### src/design/nqse_pkg.sv
// ----------------------------------------------------------------------------
// N-queens enumerator package
// Shared sizes, the sequencer state type and the board size clamp.
// ----------------------------------------------------------------------------
package nqse_pkg;

   localparam int MAX_BOARD  = 8;
   localparam int SIZE_W     = 4;
   localparam int COL_W      = (MAX_BOARD > 1) ? $clog2(MAX_BOARD) : 1;
   localparam int ROW_W      = $clog2(MAX_BOARD + 1);
   localparam int DIAG_N     = 2 * MAX_BOARD - 1;
   localparam int DIAG_W     = (DIAG_N > 1) ? $clog2(DIAG_N) : 1;
   localparam int FIELD_W    = 4;
   localparam int PLACE_ROWS = 8;
   localparam int PLACE_W    = FIELD_W * PLACE_ROWS;
   localparam int PLACE_USED = (MAX_BOARD < PLACE_ROWS) ? MAX_BOARD : PLACE_ROWS;

   typedef enum logic [1:0] {
      ST_IDLE,
      ST_SEARCH,
      ST_DELIVER
   } state_type;

   // A size of zero counts as one; anything above the largest board is clamped.
   function automatic logic [ROW_W-1:0] effective_size(input logic [SIZE_W-1:0] size);
      logic [ROW_W-1:0] result;
      begin
         if (size == '0) begin
            result = ROW_W'(1);
         end else if (32'(size) > MAX_BOARD) begin
            result = ROW_W'(MAX_BOARD);
         end else begin
            result = ROW_W'(size);
         end
         return result;
      end
   endfunction

endpackage

### src/design/n_queens_solution_enumerator_top.sv
// ----------------------------------------------------------------------------
// N-queens solution enumerator
// Row-ordered backtracking search that hands out one solution or exhausted per request.
// ----------------------------------------------------------------------------
// Usage:
//   The request stream carries a single restart bit. A transfer with restart
//   set begins a fresh search on an empty board; a transfer with restart clear
//   continues from the last solution handed out. Each request yields exactly
//   one response transfer: either found with the queen column of every row
//   (four bits per row, row zero lowest, unused rows zero), or exhausted with
//   an all-zero placement, which repeats on every continue until a restart.
//   The board size register is written over the always ready csr channel; the user
//   must write it only while no request is outstanding; the block does not enforce it.
// Sequencing:
//   After a request transfer the search makes one step for each column trial,
//   backtrack or final out-of-columns check on the one shared conflict check
//   and queen toggle unit. The response register is loaded once the search
//   ends and the response slot is free; a continue answered exhausted at once
//   skips the search. The request side reopens in the cycle after the load,
//   so a new request is taken only once the last response is loaded.
// Reset and stalls:
//   Reset empties the board, marks no search as running, sets the board size
//   to eight and drops any pending response. A stalled receiver only holds the
//   response register; a finished search then waits until that slot frees.
// ----------------------------------------------------------------------------
module n_queens_solution_enumerator_top
   import nqse_pkg::*;
(
   input  logic               clock,
   input  logic               reset,
   // Request channel
   input  logic               req_tvalid,
   output logic               req_tready,
   input  logic [7:0]         req_tdata,    // [0] restart, [7:1] zero
   // Response channel
   output logic               rsp_tvalid,
   input  logic               rsp_tready,
   output logic [PLACE_W-1:0] rsp_tdata,    // [31:0] placement
   output logic [1:0]         rsp_tuser,    // [0] found, [1] exhausted
   // Board size register write channel
   input  logic               csr_valid,
   output logic               csr_ready,
   input  logic [SIZE_W-1:0]  csr_data
);

   // Sequencer and search state.
   state_type           state_ff, state_in;
   logic [SIZE_W-1:0]   board_size_ff;
   logic [COL_W-1:0]    qcol_ff [MAX_BOARD];
   logic [ROW_W-1:0]    row_ff, row_in;
   logic [ROW_W-1:0]    col_ff, col_in;
   logic [MAX_BOARD-1:0] cols_ff, cols_in;
   logic [DIAG_N-1:0]   down_ff, down_in;
   logic [DIAG_N-1:0]   up_ff, up_in;
   logic                finished_ff, finished_in;
   logic                found_ff, found_in;

   // Response register.
   logic                rsp_valid_ff;
   logic                rsp_found_ff;
   logic                rsp_exhausted_ff;
   logic [PLACE_W-1:0]  rsp_placement_ff;
   logic [PLACE_W-1:0]  placement_in;

   logic                req_fire;
   logic                restart;
   logic                cont_ok;
   logic                out_free;
   logic                load_rsp;
   logic                in_search;

   logic [ROW_W-1:0]    n;
   logic [COL_W-1:0]    trial_col;
   logic                in_range;
   logic                is_free;
   logic                last_row;
   logic [ROW_W-1:0]    pop_row;
   logic [COL_W-1:0]    pop_col;

   // Shared queen toggle unit operands and masks.
   logic                toggle_en;
   logic [ROW_W-1:0]    t_row;
   logic [COL_W-1:0]    t_col;
   logic [DIAG_W-1:0]   down_idx, up_idx;
   logic [DIAG_W-1:0]   t_down_idx, t_up_idx;

   logic                do_place;
   logic                do_skip;
   logic                do_pop;
   logic                do_exhaust;

   assign csr_ready  = 1'b1;
   assign req_fire   = req_tvalid & req_tready;
   assign restart    = req_tdata[0];
   assign out_free   = ~rsp_valid_ff | rsp_tready;

   assign rsp_tvalid = rsp_valid_ff;
   assign rsp_tdata  = rsp_placement_ff;
   assign rsp_tuser  = {rsp_exhausted_ff, rsp_found_ff};

   assign n = effective_size(board_size_ff);

   // A continue needs a running search with a row count that fits the size.
   assign cont_ok = ~finished_ff && (row_ff != '0) && (row_ff <= n);

   // Conflict check on the square under trial.
   assign trial_col = col_ff[COL_W-1:0];
   assign in_range  = col_ff < n;
   assign down_idx  = DIAG_W'(row_ff) + DIAG_W'(trial_col);
   assign up_idx    = DIAG_W'(row_ff) + DIAG_W'(MAX_BOARD - 1) - DIAG_W'(trial_col);
   assign is_free   = ~cols_ff[trial_col] & ~down_ff[down_idx] & ~up_ff[up_idx];
   assign last_row  = (row_ff + ROW_W'(1)) == n;

   // Backtrack target: the queen of the row above.
   assign pop_row = row_ff - ROW_W'(1);
   assign pop_col = qcol_ff[pop_row[COL_W-1:0]];

   // One step per cycle while searching.
   assign do_place   = in_search & in_range & is_free;
   assign do_skip    = in_search & in_range & ~is_free;
   assign do_pop     = in_search & ~in_range & (row_ff != '0);
   assign do_exhaust = in_search & ~in_range & (row_ff == '0);

   assign toggle_en  = do_place | do_pop;
   assign t_row      = do_pop ? pop_row : row_ff;
   assign t_col      = do_pop ? pop_col : trial_col;
   assign t_down_idx = DIAG_W'(t_row) + DIAG_W'(t_col);
   assign t_up_idx   = DIAG_W'(t_row) + DIAG_W'(MAX_BOARD - 1) - DIAG_W'(t_col);

   // Next state.
   always_comb begin
      state_in = state_ff;
      unique case (state_ff)
         ST_IDLE: begin
            if (req_fire) begin
               if (restart || cont_ok) begin
                  state_in = ST_SEARCH;
               end else begin
                  state_in = ST_DELIVER;
               end
            end
         end
         ST_SEARCH: begin
            if ((do_place && last_row) || do_exhaust) begin
               state_in = ST_DELIVER;
            end
         end
         ST_DELIVER: begin
            if (out_free) begin
               state_in = ST_IDLE;
            end
         end
         default: state_in = ST_IDLE;
      endcase
   end

   // Sequencer outputs.
   always_comb begin
      req_tready = 1'b0;
      in_search  = 1'b0;
      load_rsp   = 1'b0;
      unique case (state_ff)
         ST_IDLE:    req_tready = 1'b1;
         ST_SEARCH:  in_search  = 1'b1;
         ST_DELIVER: load_rsp   = out_free;
         default: ;
      endcase
   end

   // Search datapath next values.
   always_comb begin
      row_in      = row_ff;
      col_in      = col_ff;
      cols_in     = cols_ff;
      down_in     = down_ff;
      up_in       = up_ff;
      finished_in = finished_ff;
      found_in    = found_ff;

      if (req_fire) begin
         if (restart) begin
            row_in      = '0;
            col_in      = '0;
            cols_in     = '0;
            down_in     = '0;
            up_in       = '0;
            finished_in = 1'b0;
         end else if (cont_ok) begin
            // Starting with the column past the edge makes the first step
            // lift the last queen and resume after its column.
            col_in = n;
         end else begin
            finished_in = 1'b1;
            found_in    = 1'b0;
         end
      end

      if (toggle_en) begin
         cols_in[t_col]      = ~cols_ff[t_col];
         down_in[t_down_idx] = ~down_ff[t_down_idx];
         up_in[t_up_idx]     = ~up_ff[t_up_idx];
      end

      if (do_place) begin
         row_in = row_ff + ROW_W'(1);
         col_in = '0;
         if (last_row) begin
            found_in = 1'b1;
         end
      end

      if (do_skip) begin
         col_in = col_ff + ROW_W'(1);
      end

      if (do_pop) begin
         row_in = pop_row;
         col_in = ROW_W'(pop_col) + ROW_W'(1);
      end

      if (do_exhaust) begin
         row_in      = '0;
         cols_in     = '0;
         down_in     = '0;
         up_in       = '0;
         finished_in = 1'b1;
         found_in    = 1'b0;
      end
   end

   // Placement word from the stored queen columns, rows past the size zero.
   always_comb begin
      placement_in = '0;
      if (found_ff) begin
         for (int i = 0; i < PLACE_USED; i++) begin
            if (ROW_W'(i) < n) begin
               placement_in[FIELD_W*i +: FIELD_W] = FIELD_W'(qcol_ff[i]);
            end
         end
      end
   end

   // Control registers.
   always_ff @(posedge clock) begin
      if (reset) begin
         state_ff      <= ST_IDLE;
         board_size_ff <= SIZE_W'(8);
         row_ff        <= '0;
         cols_ff       <= '0;
         down_ff       <= '0;
         up_ff         <= '0;
         finished_ff   <= 1'b1;
         rsp_valid_ff  <= 1'b0;
      end else begin
         state_ff    <= state_in;
         row_ff      <= row_in;
         cols_ff     <= cols_in;
         down_ff     <= down_in;
         up_ff       <= up_in;
         finished_ff <= finished_in;
         if (csr_valid && csr_ready) begin
            board_size_ff <= csr_data;
         end
         if (load_rsp) begin
            rsp_valid_ff <= 1'b1;
         end else if (rsp_tready) begin
            rsp_valid_ff <= 1'b0;
         end
      end
   end

   // Payload registers.
   always_ff @(posedge clock) begin
      col_ff   <= col_in;
      found_ff <= found_in;
      if (do_place) begin
         qcol_ff[row_ff[COL_W-1:0]] <= trial_col;
      end
      if (load_rsp) begin
         rsp_found_ff     <= found_ff;
         rsp_exhausted_ff <= ~found_ff;
         rsp_placement_ff <= placement_in;
      end
   end

endmodule

### config.mk
export PLATFORM = sky130hd
export DESIGN_NAME = n_queens_solution_enumerator_top
export DESIGN_NICKNAME = d
export VERILOG_FILES = /design/src/design/nqse_pkg.sv /design/src/design/n_queens_solution_enumerator_top.sv
export SDC_FILE = /design/constraint.sdc
export NUM_CORES = 1
export LEC_CHECK = 0
export BUFFER_PORTS_ARGS = -buffer_cell sky130_fd_sc_hd__buf_2
export CORE_UTILIZATION = 50
export CTS_BUF_LIST = sky130_fd_sc_hd__clkbuf_4 sky130_fd_sc_hd__clkbuf_8
export CTS_CLUSTER_DIAMETER = 200
export DETAILED_ROUTE_END_ITERATION = 10
export GPL_TIMING_DRIVEN = 0
export HOLD_SLACK_MARGIN = 0.1
export PLACE_DENSITY = 0.76
export RECOVER_POWER = 25
export SLEW_MARGIN = 20
export SYNTH_ARGS = -nofsm -noshare
export SYNTH_HDL_FRONTEND = slang
export SYNTH_SLANG_ARGS = --single-unit
### constraint.sdc
create_clock -name clock -period 5.2 [get_ports clock]
set_input_delay 1.04 -clock clock [delete_from_list [all_inputs] [get_ports clock]]
set_output_delay 1.04 -clock clock [all_outputs]
set_load 0.05 [all_outputs]
## Word-level counts from Yosys, hierarchy flattened

Memory sizes are Yosys's and may differ from the RTL's. A register that Yosys moved wholly into a read port is not among the register bits.
Index checks and enable logic that the tools add are counted.

| cells by class | value |
|---|---|
| bitwise gates (word level) | 22 |
| mux-type cells | 63 |
| reductions and logical operators | 38 |
| equality and inequality tests | 7 |
| $add $sub $neg | 10 |
| order comparisons | 20 |

Operator list:

| cell | number |
|---|---|
| $mux W15 | 6 |
| $mux W4 | 13 |
| $bwmux W15 | 2 |
| $mux W8 | 3 |
| $mux W1 | 23 |
| $reduce_and A2 Y1 | 11 |
| $lt A4 B5 Y1 const B | 4 |
| $bmux W1 S4 | 4 |
| $lt A3 B4 Y1 const A | 4 |
| $not A1 Y1 | 11 |
| $and A1 B1 Y1 | 9 |
| $add A4 B1 Y4 const B | 2 |
| $add A4 B3 Y4 | 2 |
| $add A4 B3 Y4 const B | 2 |
| $bwmux W8 | 1 |
| $demux W1 S4 | 2 |
| $ge A4 B1 Y1 const B | 2 |
| $logic_not A1 Y1 | 8 |
| $logic_not A4 Y1 | 2 |
| $lt A1 B4 Y1 const A | 2 |
| $lt A2 B4 Y1 const A | 2 |
| $lt A3 B4 Y1 const B | 2 |
| $mux W2 | 4 |
| $ne A2 B2 Y1 const B | 4 |
| 24 further kinds | 35 |

| word-level totals | value |
|---|---|
| RAM bits | 24 |
| output and inout port bits | 37 |
| memories | 1 |
| word-level logic and storage cells | 174 |
| bits in registers | 65 |
| input port bits | 17 |

Memories:

| name | words | bits a word | read ports | clocked after Yosys merged registers in | wr ports | RTL line | RTL |
|---|---|---|---|---|---|---|---|
| qcol_ff | 8 | 3 | 9 | 8 | 1 | n_queens_solution_enumerator_top.sv:49 | `logic [COL_W-1:0] qcol_ff [MAX_BOARD];` |

## Longest topological paths before layout

Gate-level depths: netlist of the first run.

| depth | value |
|---|---|
| word-level depth | 16 |
| depth in mapped cells | 21 |
| depth with buffers taken out | 17 |

## Worst setup path after synthesis of the first run

OpenSTA, ideal clock, no wires.

| timing | value |
|---|---|
| path kind | register to register |
| from | reg board_size_ff[3] |
| to | reg up_ff[13] |
| path buffers | 4 |
| arrival | 4801 ps |
| data required time | 5076 ps |
| slack | 275 ps |
| stages on the path, launching flop included | 22 |
| period minus slack after synthesis | 4925 ps |
| setup time | 124 ps |
| cell sequence | dfxtp_1 > buf_2 > inv_1 > nand2_1 > ha_1 > o21a_1 > a2111oi_4 > nor2_2 > buf_2 > clkbuf_1 > o21ai_0 > ha_1 > inv_1 > ha_1 > inv_1 > fa_1 > xnor2_1 > xnor3_2 > mux2i_1 > a32oi_2 > buf_6 > mux2i_1 |

| on the way | value |
|---|---|
| word-level cells in the longest chain between the ends | 16 |
| elaborated cells on any way between the ends | 27 |
| those cells by class | add/sub: 2; order compare: 4; mux: 10; bitwise: 8; reduce/logical: 3 |

RTL lines:

| what | RTL line | RTL |
|---|---|---|
| start, declared | n_queens_solution_enumerator_top.sv:48 | `logic [SIZE_W-1:0] board_size_ff;` |
| start signal, assigned | n_queens_solution_enumerator_top.sv:262 | `board_size_ff <= csr_data;` |
| $gt A4 B4 Y1 | nqse_pkg.sv:30 | `end else if (32'(size) > MAX_BOARD) begin` |
| $mux W4 | nqse_pkg.sv:30 |  |
| $mux W4 * | nqse_pkg.sv:28 | `if (size == '0) begin` |
| $lt A4 B4 Y1 * | n_queens_solution_enumerator_top.sv:108 | `assign in_range = col_ff < n;` |
| $not A1 Y1 | n_queens_solution_enumerator_top.sv:121, n_queens_solution_enumerator_top.sv:122 |  |
| $and A1 B1 Y1 | n_queens_solution_enumerator_top.sv:121, n_queens_solution_enumerator_top.sv:122 |  |
| $and A1 B1 Y1 | n_queens_solution_enumerator_top.sv:121 | `assign do_pop = in_search & ~in_range & (row_ff != '0);` |
| $mux W4 | n_queens_solution_enumerator_top.sv:125 | `assign t_row = do_pop ? pop_row : row_ff;` |
| $add A4 B3 Y4 | n_queens_solution_enumerator_top.sv:128 | `assign t_up_idx = DIAG_W'(t_row) + DIAG_W'(MAX_BOARD - 1) - DIAG_W'(t_col);` |
| $sub A4 B3 Y4 | n_queens_solution_enumerator_top.sv:128 |  |
| $lt A4 B5 Y1 (not written as such) / $ge A4 B1 Y1 (equally long branches) | n_queens_solution_enumerator_top.sv:201 | `up_in[t_up_idx] = ~up_ff[t_up_idx];` |
| $logic_and A1 B1 Y1 (not written as such) | n_queens_solution_enumerator_top.sv:201 |  |
| $mux W1 (not written as such) | n_queens_solution_enumerator_top.sv:201 |  |
| $demux W1 S4 | n_queens_solution_enumerator_top.sv:201 |  |
| $bwmux W15 | n_queens_solution_enumerator_top.sv:201 |  |
| $mux W15 | n_queens_solution_enumerator_top.sv:198 | `if (toggle_en) begin` |
| end signal, assigned | n_queens_solution_enumerator_top.sv:259 | `up_ff <= up_in;` |
| end, declared | n_queens_solution_enumerator_top.sv:54 | `logic [DIAG_N-1:0] up_ff, up_in;` |

Every way passes the cells marked *; elsewhere a longest branch is shown, timed or not. The select of a mux whose other input is x is not followed.
A chain may end at the register's enable or synchronous reset.

## Worst setup path after layout of the first run

| timing | value |
|---|---|
| from | reg row_ff[1] |
| to | reg up_ff[13] |

| on the way | value |
|---|---|
| word-level cells in the longest chain between the ends | 11 |
| elaborated cells on any way between the ends | 34 |
| those cells by class | add/sub: 6; order compare: 2; mux: 12; bitwise: 9; reduce/logical: 4; memory: 1 |

RTL lines:

| what | RTL line | RTL |
|---|---|---|
| start, declared | n_queens_solution_enumerator_top.sv:50 | `logic [ROW_W-1:0] row_ff, row_in;` |
| start signal, assigned | n_queens_solution_enumerator_top.sv:256 | `row_ff <= row_in;` |
| parallel branches: the longest is 11 deep, another holds $lt A4 B5 Y1 | -- |  |

Parallel ways; which one is timed is not known. The select of a mux whose other input is x is not followed.

==> metrics.md, run 1 <==
| Metric | Value |
|---|---|
| Syn Area/Cell | 10.6 um2 |
| DR pass1 iterations | 5 |
| Placed cell count | 828 |
| Max Transition Viols Final | 0 |
| Clock Sinks | 105 |
| Largest net degree at the start of global routing | 20 |
| Final Critical Period | 4.98 ns |
| Top post-synthesis cells by area | edfxtp_1 25%, dfxtp_1 16%, mux2i_1 7.8% |
| FF-to-FF setup slack | 0.22 ns |
| Final TNS setup | 0 ns |
| Vias in the first global route | 4884 |
| Layout cells sized above 1 | 22.5% |
| Outcome | complete, no violations |
| Synth async-reset ratio | 0% |
| CTS tree | yes |
| Most used DFF post-synth | edfxtp_1 |
| DR vias | 5070 |
| Final WL | 15400 um |
| Worst-path clk slew | 0.10 ns |
| Cts bufs inserted | 9 |
| Port Buffers | 35 |
| Initial Utilization | 51.4% |
| Routability cong. | 0.907 |
| Crit path arrival time | 5.26 ns |
| Worst Path Max Fanout | 10 |
| FILL cells | 1106 |
| Clock latency on the worst-skew pair | 0.40 ns |
| Clock H-tree levels | 3 |
| Site row count | 41 |
| Max cap viols | 0 |
| Root buf cell | clkbuf_8 |
| Least-Margin Pin Slew | 0.844 ns |
| # DRC | 0 |
| Leak | 2.92 nW |
| Post-Syn Area | 0.00652 mm2 |
| Core ar. | 0.0127 mm2 |
| Die W | 116 um |
| Multi-input combinational cell area | 0.00358 mm2 |
| GRT Total Usage | 24.4% |
| Period utilization | 95.8% |
| Setup crit end kind | flip-flop |
| Final hold violations | 0 |
| Iteration-0 DRC Markers | 322 |
| Number of synthesized flops with an enable pin | 54 |
| Non-filler instance count after layout | 855 |
| Die Footprint | 0.0135 mm2 |
| Final ANT Viol Nets | 0 |
| Ys Warns | 0 |
| DP HPWL | 11600 um |
| Slew HR | 43.7% |
| Max VDD drop | 0.000132 V |
| Setup Skew | 0.0128 ns |
| Flops & latches, synth | 105 |
| Antenna cells | 0 |
| Final nets | 724 |
| Final setup viols | 0 |
| RSZ-0062 raised after global routing | no |
| Final hold slack | 0.489 ns |
| Seq/Total Area, Yosys | 40.5% |
| I/O pin count | 54 |
| Proportion of netlist area held by the largest area contributor | 24.9% |
| First-pass GRT wire length | 24800 um |
| Power per Cell Area | 244 mW/mm2 |
| Core Util, Final | 57.5% |
| Total power | 1.78 mW |
| FF+latch area | 0.00264 mm2 |
| Area Overhead vs Synth | 11.7% |
| Clock buffer depth | 2 |
| Initial antenna violation count | 0 |
| Fmax | 201 MHz |
| Die Span Y | 116 um |
| Hold/Removal Path Class | flip-flop to flip-flop |
| Area leader, netlist | edfxtp_1 |
| Crit Path Category | flip-flop to flip-flop |
| Startpoint types | flip-flop |
| DR WL/cell | 18.0 um |
| Worst EP required | 5.48 ns |
| Via/cell ratio | 5.93 |
| Total gr overflow | 0 |
| Unique masters post-synth | 68 |
| Post-Syn Instances | 613 |
power by group:
part           switching (mW)  leakage (nW)  internal, mW  total, mW
registers              0.0171         0.911         0.893      0.910
clock network           0.305        0.0963         0.192      0.497
logic                   0.248          1.92         0.123      0.371
flip-flops by register name, indices dropped and copies added, names as in the netlist:
| name | count |
|---|---|
| board_size_ff | 4 |
| row_ff | 4 |
| state_ff | 2 |
| cols_ff | 8 |
| col_ff | 4 |
| rsp_found_ff | 1 |
| rsp_tvalid | 1 |
| qcol_ff | 24 |
| finished_ff | 1 |
| found_ff | 1 |
| up_ff | 15 |
| down_ff | 15 |
| rsp_tdata | 24 |
| rsp_exhausted_ff | 1 |
logic make-up after synthesis:
| kind of cell | synth area share (%) |
|---|---|
| other cells | 0.115 |
| flops | 40.5 |
| buf+inv | 5.57 |
| mux | 16.0 |
| compound gates | 15.5 |
| simple gates | 13.1 |
| xor+xnor | 3.21 |
| fa+ha+maj | 6.03 |
routing by layer:
metal | vias up | track usage, % | wire length (um)
li1 | 2408 | - | -
met1 | 2429 | 28.5 | 6210
met2 | 195 | 43.1 | 7850
met3 | 38 | 4.51 | 896
met4 | 0 | 11.6 | 438
met5 | - | 0 | 0
placed cells by master, fill, tap and decap left out, drive strengths merged, types with 17 or more instances in the layout:
cell type,n
inv,29
nand2,67
ha,25
buf,73
edfxtp,54
o211ai,18
mux4,17
dfxtp,51
nor3,17
a21oi,17
clkbuf,30
o2111ai,19
nor2,28
mux2i,51
worst max-delay path, stage by stage, from the launching register on:
cell	delay [ns]
dfxtp_2	0.41
clkbuf_4	0.23
clkinvlp_4	0.13
ha_1	0.28
buf_2	0.19
buf_6	0.19
mux2_2	0.35
mux4_2	0.55
a21o_1	0.20
buf_2	0.17
ha_1	0.37
fa_2	0.45
xnor2_4	0.26
xnor3_2	0.31
mux2i_1	0.14
a32oi_2	0.35
buf_6	0.19
mux2i_1	0.07
per-stage QoR:
| step | worst slack, ns | cell area (um2) |
|---|---|---|
| after floorplan | 0.275 | 6550 |
| after global placement | -0.672 | 6940 |
| after detailed placement | -0.790 | 6950 |
| after CTS | 0.0219 | 7220 |
| after global routing | 0.00841 | 7280 |
| final | 0.218 | 7280 |
synth_stat cells (all sizes together), types with 3 or more instances:
cell	number
o211ai	18
a31oi	3
xnor2	10
and3	14
ha	25
nor2b	8
nor3	17
nand2b	7
o22ai	5
a211oi	12
and2	15
inv	26
a2111oi	4
o32ai	3
xor2	5
or3	5
o21ai	13
nand2	67
mux4	17
a21o	7
dfxtp	51
mux2	13
xnor3	3
nand4	4
a32oi	3
buf	27
edfxtp	54
nand3	8
nor2	28
clkbuf	19
o21a	7
fa	4
a21oi	17
mux2i	51
o2111ai	19
final timing paths:
kind | start | endpoint | depth (start not counted)
setup reg to reg | row_ff[1]$_SDFFE_PP0P_ | up_ff[13]$_SDFF_PP0_ | 17
hold reg to reg | down_ff[8]$_SDFF_PP0_ | down_ff[8]$_SDFF_PP0_ | 2
hold / removal | down_ff[8]$_SDFF_PP0_ | down_ff[8]$_SDFF_PP0_ | 2
setup / recovery | row_ff[1]$_SDFFE_PP0P_ | up_ff[13]$_SDFF_PP0_ | 17
what timing repair did:
item | CTS | global route
resized for setup | 8 | 13
setup endpoints to repair | 25 | 39
pin swaps | 2 | 2
hold buffers | 0 | 0
setup buffers | 6 | 6
area by class of cell:
| cell class | count | area share, % |
|---|---|---|
| plain buffers | 45 | 3.64 |
| clock buffers | 10 | 1.80 |
| clock inverters | 6 | 0.808 |
| inverters | 27 | 1.53 |
| multi-input cells | 442 | 49.2 |
| flip-flops and latches | 105 | 36.3 |
| well taps | 172 | 2.96 |
| repair buffers | 48 | 3.75 |
(Power assumes the default switching activity.)
==> run 2: changes to the inputs <==
--- a/config.mk
+++ b/config.mk
@@ -11,10 +11,9 @@
 export CTS_CLUSTER_DIAMETER = 200
 export DETAILED_ROUTE_END_ITERATION = 10
 export GPL_TIMING_DRIVEN = 0
-export HOLD_SLACK_MARGIN = 0.1
+export HOLD_SLACK_MARGIN = 0.05
 export PLACE_DENSITY = 0.76
 export RECOVER_POWER = 25
-export SLEW_MARGIN = 20
 export SYNTH_ARGS = -nofsm -noshare
 export SYNTH_HDL_FRONTEND = slang
 export SYNTH_SLANG_ARGS = --single-unit
==> constraint.sdc (replaced) <==
create_clock -name clock -period 5.2 [get_ports clock]
set_input_delay 0.26 -clock clock [delete_from_list [all_inputs] [get_ports clock]]
set_output_delay 0.26 -clock clock [all_outputs]
set_load 0.05 [all_outputs]
==> metrics.md, run 2 (synthesis results as in run 1) <==
| Metric | Value |
|---|---|
| Outcome | complete, no violations |
| FILL cells | 1125 |
| Worst-path clk slew | 0.12 ns |
| Final hold slack | 0.0732 ns |
| R2R depth | 17 |
| CTS tree | yes |
| DR vias | 5093 |
| Final setup margin | 0.201 ns |
| Setup crit end kind | flip-flop |
| Fmax | 200 MHz |
| Crit Path Category | flip-flop to flip-flop |
| I/O pin count | 54 |
| Placed cell count | 828 |
| Final TNS setup | 0 ns |
| GRT Total Usage | 24.6% |
| Most frequent cells in the layout | 65 x nand2_1, 54 x edfxtp_1, 51 x mux2i_1, 50 x dfxtp_1, 43 x buf_2 |
| Total gr overflow | 0 |
| Core Util, Final | 57.3% |
| Routability cong. | 0.907 |
| Post-place setup slack | -0.792 ns |
| Final setup viols | 0 |
| Max Transition Viols Final | 0 |
| Initial antenna violation count | 0 |
| Area Overhead vs Synth | 11.4% |
| Vias in the first global route | 4946 |
| Setup Skew | 0.0233 ns |
| Placed cell area | 0.00695 mm2 |
| Initial Utilization | 51.4% |
| Die Span Y | 116 um |
| Final Critical Period | 5.00 ns |
| DR WL/cell | 18.2 um |
| Worst EP required | 5.49 ns |
| Startpoint types | flip-flop |
| DR top layer | met4 |
| Final Cell Area | 0.00726 mm2 |
| Iteration-0 DRC Markers | 279 |
| Die Footprint | 0.0135 mm2 |
| M1 WL | 6310 um |
| Die W | 116 um |
| Total power | 1.79 mW |
| Clock H-tree levels | 3 |
| Leading cell type in the layout, fill and taps excluded | nand2_1 |
| Hold/Removal Path Class | input pin to flip-flop |
| DR pass1 iterations | 5 |
| Non-filler instance count after layout | 852 |
| Core ar. | 0.0127 mm2 |
| CP Capture Point | up_ff[13]$_SDFF_PP0_ |
| Via/cell ratio | 5.98 |
| Site row count | 41 |
| DP HPWL | 11600 um |
| Post-CTS Hold Buffers | 0 |
| CP max stage cell | mux4_2 |
| RSZ-0062 raised after global routing | no |
| Final ANT Viol Nets | 0 |
| WL met3 | 822 um |
| Clock buffer depth | 2 |
| Leak | 2.90 nW |
| Port Buffers | 35 |
| Worst r2r src | row_ff[1]$_SDFFE_PP0P_ |
| DR WL met2 | 7880 um |
| Final hold violations | 0 |
| Layout cells sized above 1 | 21.6% |
| Slew HR | 36.5% |
| Largest net degree at the start of global routing | 24 |
| Clock latency on the worst-skew pair | 0.41 ns |
| Power per Cell Area | 247 mW/mm2 |
| Crit path largest cell delay | 0.55 ns |
| Max VDD drop | 0.000227 V |
| # DRC | 0 |
| FF-to-FF setup slack | 0.20 ns |
| Final WL | 15500 um |
| Cts bufs inserted | 9 |
| Worst Path Max Fanout | 10 |
| Max cap viols | 0 |
| Worst R2R End | up_ff[13]$_SDFF_PP0_ |
| Clock Sinks | 105 |
| Antenna cells | 0 |
| Period utilization | 96.1% |
| First-pass GRT wire length | 25000 um |
| Cells along the critical path | clkbuf_4 > clkinvlp_4 > ha_1 > buf_2 > buf_6 > mux2_2 > mux4_2 > a21o_1 > buf_2 > ha_1 > fa_2 > xnor2_4 > xnor3_2 > mux2i_1 > a32oi_2 > buf_6 > mux2i_1 |
| Least-Margin Pin Slew | 0.952 ns |
| Root buf cell | clkbuf_8 |
| Final nets | 721 |
| Worst setup path start | row_ff[1]$_SDFFE_PP0P_ |
| Crit path arrival time | 5.29 ns |
run 2: changes by cell type in the layout (fill, tap and decap cells not counted), sizes merged:
| cell | delta |
|---|---|
| buf | -6 |
| inv | +1 |
| clkbuf | +2 |
run 2: worst min-delay path by stage:
stage / startpoint / endpoint / depth (start not counted)
after global placement: down_ff[6]$_SDFF_PP0_ / down_ff[6]$_SDFF_PP0_ / 2
after CTS: csr_data[3] / board_size_ff[3]$_SDFFE_PP1P_ / 3
final: csr_data[3] / board_size_ff[3]$_SDFFE_PP1P_ / 3
after detailed placement: up_ff[0]$_SDFF_PP0_ / up_ff[0]$_SDFF_PP0_ / 2
after global routing: csr_data[1] / board_size_ff[1]$_SDFFE_PP0P_ / 3
after floorplan: csr_data[3] / board_size_ff[3]$_SDFFE_PP1P_ / 2
run 2: metal layers:
layer / vias to the layer above / global-route usage (%)
li1: 2413 / -
met1: 2464 / 28.2
met2: 178 / 43.7
met3: 38 / 4.93
met4: 0 / 12.1
met5: - / 0
run 2: timing repair:
action | CTS | global route
pin swaps | 2 | 2
cloned | 0 | 0
gates resized for setup | 9 | 13
buffers inserted | 5 | 5
setup endpoints to repair | 27 | 39
run 2: cell type report:
class,instances,area (um2),area share (%)
timing repair buffer,46,254,3.50
inverter,27,111,1.53
tap,172,215,2.96
buffer,44,254,3.50
multi-input combinational,442,3580,49.4
clock inverter,7,75.1,1.03
clock buffer,9,124,1.71
sequential,105,2640,36.4
run 2: critical path: cells and delay by family (launching register included):
kind	cells	cell delay, ns
compound gates	2	0.53
xor+xnor	2	0.57
fa+ha+maj	3	1.10
buf+inv	6	1.12
flops	1	0.42
mux	4	1.13
run 2: power by group:
group	internal, mW	switching (mW)
Clock	0.191	0.323
Sequential	0.893	0.0176
Combinational	0.121	0.248
